==> src/sv/mmda_ram.sv <==
module mmda_ram #(
  parameter int unsigned WIDTH = 8,
  parameter int unsigned DEPTH = 16
) (
  input  logic                                   clk,
  input  logic                                   we,
  input  logic [(DEPTH > 1 ? $clog2(DEPTH) : 1)-1:0] waddr,
  input  logic [WIDTH-1:0]                       wdata,
  input  logic [(DEPTH > 1 ? $clog2(DEPTH) : 1)-1:0] raddr,
  output logic [WIDTH-1:0]                       rdata
);

  logic [WIDTH-1:0] mem [DEPTH];

  // One write port, one registered read port.
  always_ff @(posedge clk) begin
    if (we) begin
      mem[waddr] <= wdata;
    end
    rdata <= mem[raddr];
  end

endmodule

==> config.mk <==
export PLATFORM = sky130hd
export DESIGN_NAME = mmda_ram
export DESIGN_NICKNAME = d
export VERILOG_FILES = /design/src/sv/mmda_ram.sv
export SDC_FILE = /design/constraint.sdc
export NUM_CORES = 1
export LEC_CHECK = 0
export ABC_AREA = 1
export BUFFER_PORTS_ARGS = -buffer_cell sky130_fd_sc_hd__buf_2
export CAP_MARGIN = 20
export CORE_MARGIN = 3
export CORE_UTILIZATION = 55
export DETAILED_ROUTE_END_ITERATION = 12
export GPL_TIMING_DRIVEN = 0
export PLACE_DENSITY = 0.7
export SLEW_MARGIN = 25
export SYNTH_ARGS = -nofsm -noshare
export SYNTH_HDL_FRONTEND = slang
export SYNTH_SLANG_ARGS = --single-unit
==> constraint.sdc <==
create_clock -name clk -period 1.6 [get_ports clk]
set_input_delay 0 -clock clk [delete_from_list [all_inputs] [get_ports clk]]
set_output_delay 0 -clock clk [all_outputs]
set_load 0.1 [all_outputs]
==> impl_metrics.yaml <==
outcome:
  run_status: "finished, final reports clean"
timing:
  relSlewSlack_pct: 32.4
  finalWorstPathRequiredPeriod_ns: 1.52
  final_number_of_max_transition_violations: 0
  min_period_over_period_pct: 94.9
  setup-violations-final: 0
  rsz0062_at_grt: "false"
  fmaxAchievable_mhz: 658
  fin_worst_skew_ns: 0.00490
  final.setup.worst_slack_ns: 0.0814
  smallest_hold_slack_ns: 0.0662
  hold_viol_final: 0
  worst_tran_pin_value_ns: 1.01
  setup_tns_ns: 0
detailed_routing:
  wirelength_mm: 14.3
  drtIter0Drc: 413
  drt-vias-per-instance: 5.44
  via_count: 4081
  antenna_left: 0
  detailedRoute.firstPassIterationCount: 6
  post_drt_wl_per_cell_um: 19.0
  remaining_drc_errors: 0
critical_path:
  crit_path_end_kind: "flop"
  reg2reg_from: "mem[5][1]"
  worst-path-max-fanout: 1
  timing.critical_path.to: "rdata[1]"
  timing.critical_path.slowest_stage_cell: "sky130_fd_sc_hd__dlygate4sd3_1"
  cp_num_buf_inv: 2
  timing.setup.critical_path_class: "reg2reg"
  crit_family: "buffers and inverters"
  crit_path_start_kind: "flop"
  critical_path.cell_chain: "inv_1 -> nand2_1 -> nand3_1 -> nand3_1 -> dlygate4sd3_1 -> nand3_1 -> nand2_1"
  startpoint: "mem[5][1]"
  worst_r2r_path_depth: 7
  endpoint_of_the_lowest_slack_register_to_register_path: "rdata[1]"
  worst_path_most_repeated_cell: "sky130_fd_sc_hd__nand3_1"
  critical_path_depth: 7
  regToRegSetupSlack_ns: 0.08
  cp.required_ns: 2.03
  worstPathArrival_ns: 1.95
  worst_path_largest_cell_delay_ns: 0.58
floorplan:
  initial_core_utilization_pct: 57.7
  floorplan.die.height_um: 108
  floorplan.rows: 36
  core_area_um2: 10000
  io_pins: 26
  die_w_um: 108
  overall_die_area_um2: 11700
yosys:
  synth.lib_cells_used.distinct: 12
  synth_cells: 551
  synthesis.nets: 569
  number_of_synthesized_flops_with_an_enable_pin: 128
  ys_ff_latch: 136
  asyncSetResetFlopFracSynth_pct: 0
  synth_top_area_share_pct: 66.7
  synth.cell_area_um2: 5770
  netlist_top_cells_area: "sky130_fd_sc_hd__edfxtp_1, sky130_fd_sc_hd__nand2_1, sky130_fd_sc_hd__nand3_1"
  synth-main-ff-cell: "sky130_fd_sc_hd__edfxtp_1"
  synthesis.yosys.warnings: 0
  synthMostInstantiatedCell: "sky130_fd_sc_hd__nand2_1"
  post_synth.cell_area_avg_um2: 10.5
  seq_area_frac_synth_pct: 69.4
  synth.cells.most_frequent: "sky130_fd_sc_hd__nand2_1, sky130_fd_sc_hd__edfxtp_1, sky130_fd_sc_hd__inv_1"
  yosysTopAreaCell: "sky130_fd_sc_hd__edfxtp_1"
clock_network:
  latest_clock_arrival_within_the_worst_skew_pair_ns: 0.54
  cts_made_buffers: 17
  cts_setup_buffers: 0
  cts-root-buf: "sky130_fd_sc_hd__clkbuf_8"
  clockBufferDepth: 2
  path_clk_slew_ns: 0.06
  htree_levels: 4
  cts_hold_repair.buffers: 12
  clock-sinks: 136
  cts.repair.resized: 0
  tritoncts: "built"
power_and_ir_drop:
  static_power_due_to_leakage_nw: 2.97
  overall_power_mw: 9.06
  power_density_nw_per_um2: 1330
  worst_ir_drop_vdd_uv: 814
place:
  dp_cells: 706
  globalplace.congestion: 0.863
  number_of_i_o_port_buffers: 22
  hpwl_after_dpl_mm: 8.80
  place_worst_setup_slack_ns: 0.0904
  post_dp_cell_area_um2: 6040
final_layout:
  layout_overhead_on_the_synthesized_area_pct: 18.3
  fin_nets: 622
  final_area_um2: 6820
  drive_above_1_share_pct: 12.5
  utilization_pct: 68.2
  cell_count_final_fillers_out: 750
  num_antenna_cells: 0
grt:
  grt_first_pass_wirelength_mm: 21.5
  antenna_violations_before_repair: 0
  groute.usage.overall_pct: 26.3
  grt_pass1_vias: 3874
  globalRoute.totalOverflow: 0
  grt_max_degree: 17
flow_run:
  max-cap-violations: 0
worst_hold_path:
  hold_path_class: "in2reg"
metal layers:
layer	vias to the layer above	global-route usage (%)	share of wire, %
li1	1881	-	-
met1	1922	33.6	39
met2	242	41.8	48
met3	36	7.94	10
met4	0	11.8	2.7
met5	-	0	0
kinds of logic (layout without fill, tap and decap cells):
kind of cell	after synthesis	after routing	synth area share, %
flip-flops	136	136	69.4
AND/OR/NAND/NOR	289	289	21.0
buffers and inverters	126	192	9.52
how the worst min path moves through the flow:
stage	from	to	slack, ns	cells past startpoint
3_5_place_dp	wdata[2]	mem[11][2]	0.43	1
4_1_cts	raddr[0]	rdata[2]	0.06	8
2_1_floorplan	wdata[0]	mem[0][0]	0.1	0
5_1_grt	we	mem[1][4]	0.12	3
3_3_place_gp	wdata[2]	mem[10][2]	0.42	1
6_report	raddr[0]	rdata[2]	0.07	8
where the power goes:
| part | switching, mW | leakage (nW) | internal (mW) |
|---|---|---|---|
| logic | 0.541 | 1.44 | 0.172 |
| registers | 0.0205 | 1.22 | 3.98 |
| clock network | 1.46 | 0.307 | 2.88 |
| total | 2.02 | 2.97 | 7.04 |
worst reg2reg max path, stage by stage, from the launching register on:
cell and delay (ns):
sky130_fd_sc_hd__edfxtp_1 0.38, sky130_fd_sc_hd__inv_1 0.08, sky130_fd_sc_hd__nand2_1 0.06, sky130_fd_sc_hd__nand3_1 0.08
sky130_fd_sc_hd__nand3_1 0.08, sky130_fd_sc_hd__dlygate4sd3_1 0.58, sky130_fd_sc_hd__nand3_1 0.09, sky130_fd_sc_hd__nand2_1 0.05
state kept, by name, summed over array words and instances, names as in the netlist:
register,count
mem,128
rdata,8
layout by cell type (no fill, tap or decap), drive strengths merged:
master,synthesis,final
nand2,173,173
edfxtp,128,128
inv,102,102
nand3,97,97
buf,24,46
clkbuf,0,20
nor2,17,17
dlygate4sd3,0,12
dfxtp,8,8
bufinv,0,6
clkinvlp,0,4
nand3b,2,2
clkinv,0,2
area by class of cell:
type | instances | area (um2)
clock inverter | 12 | 224
fill | 775 | 3180
clock buffer | 20 | 435
multi-input combinational | 289 | 1210
timing repair buffer | 34 | 230
sequential | 136 | 4000
inverter | 102 | 383
tap | 133 | 166
buffer | 24 | 166
(Power assumes the default switching activity.)
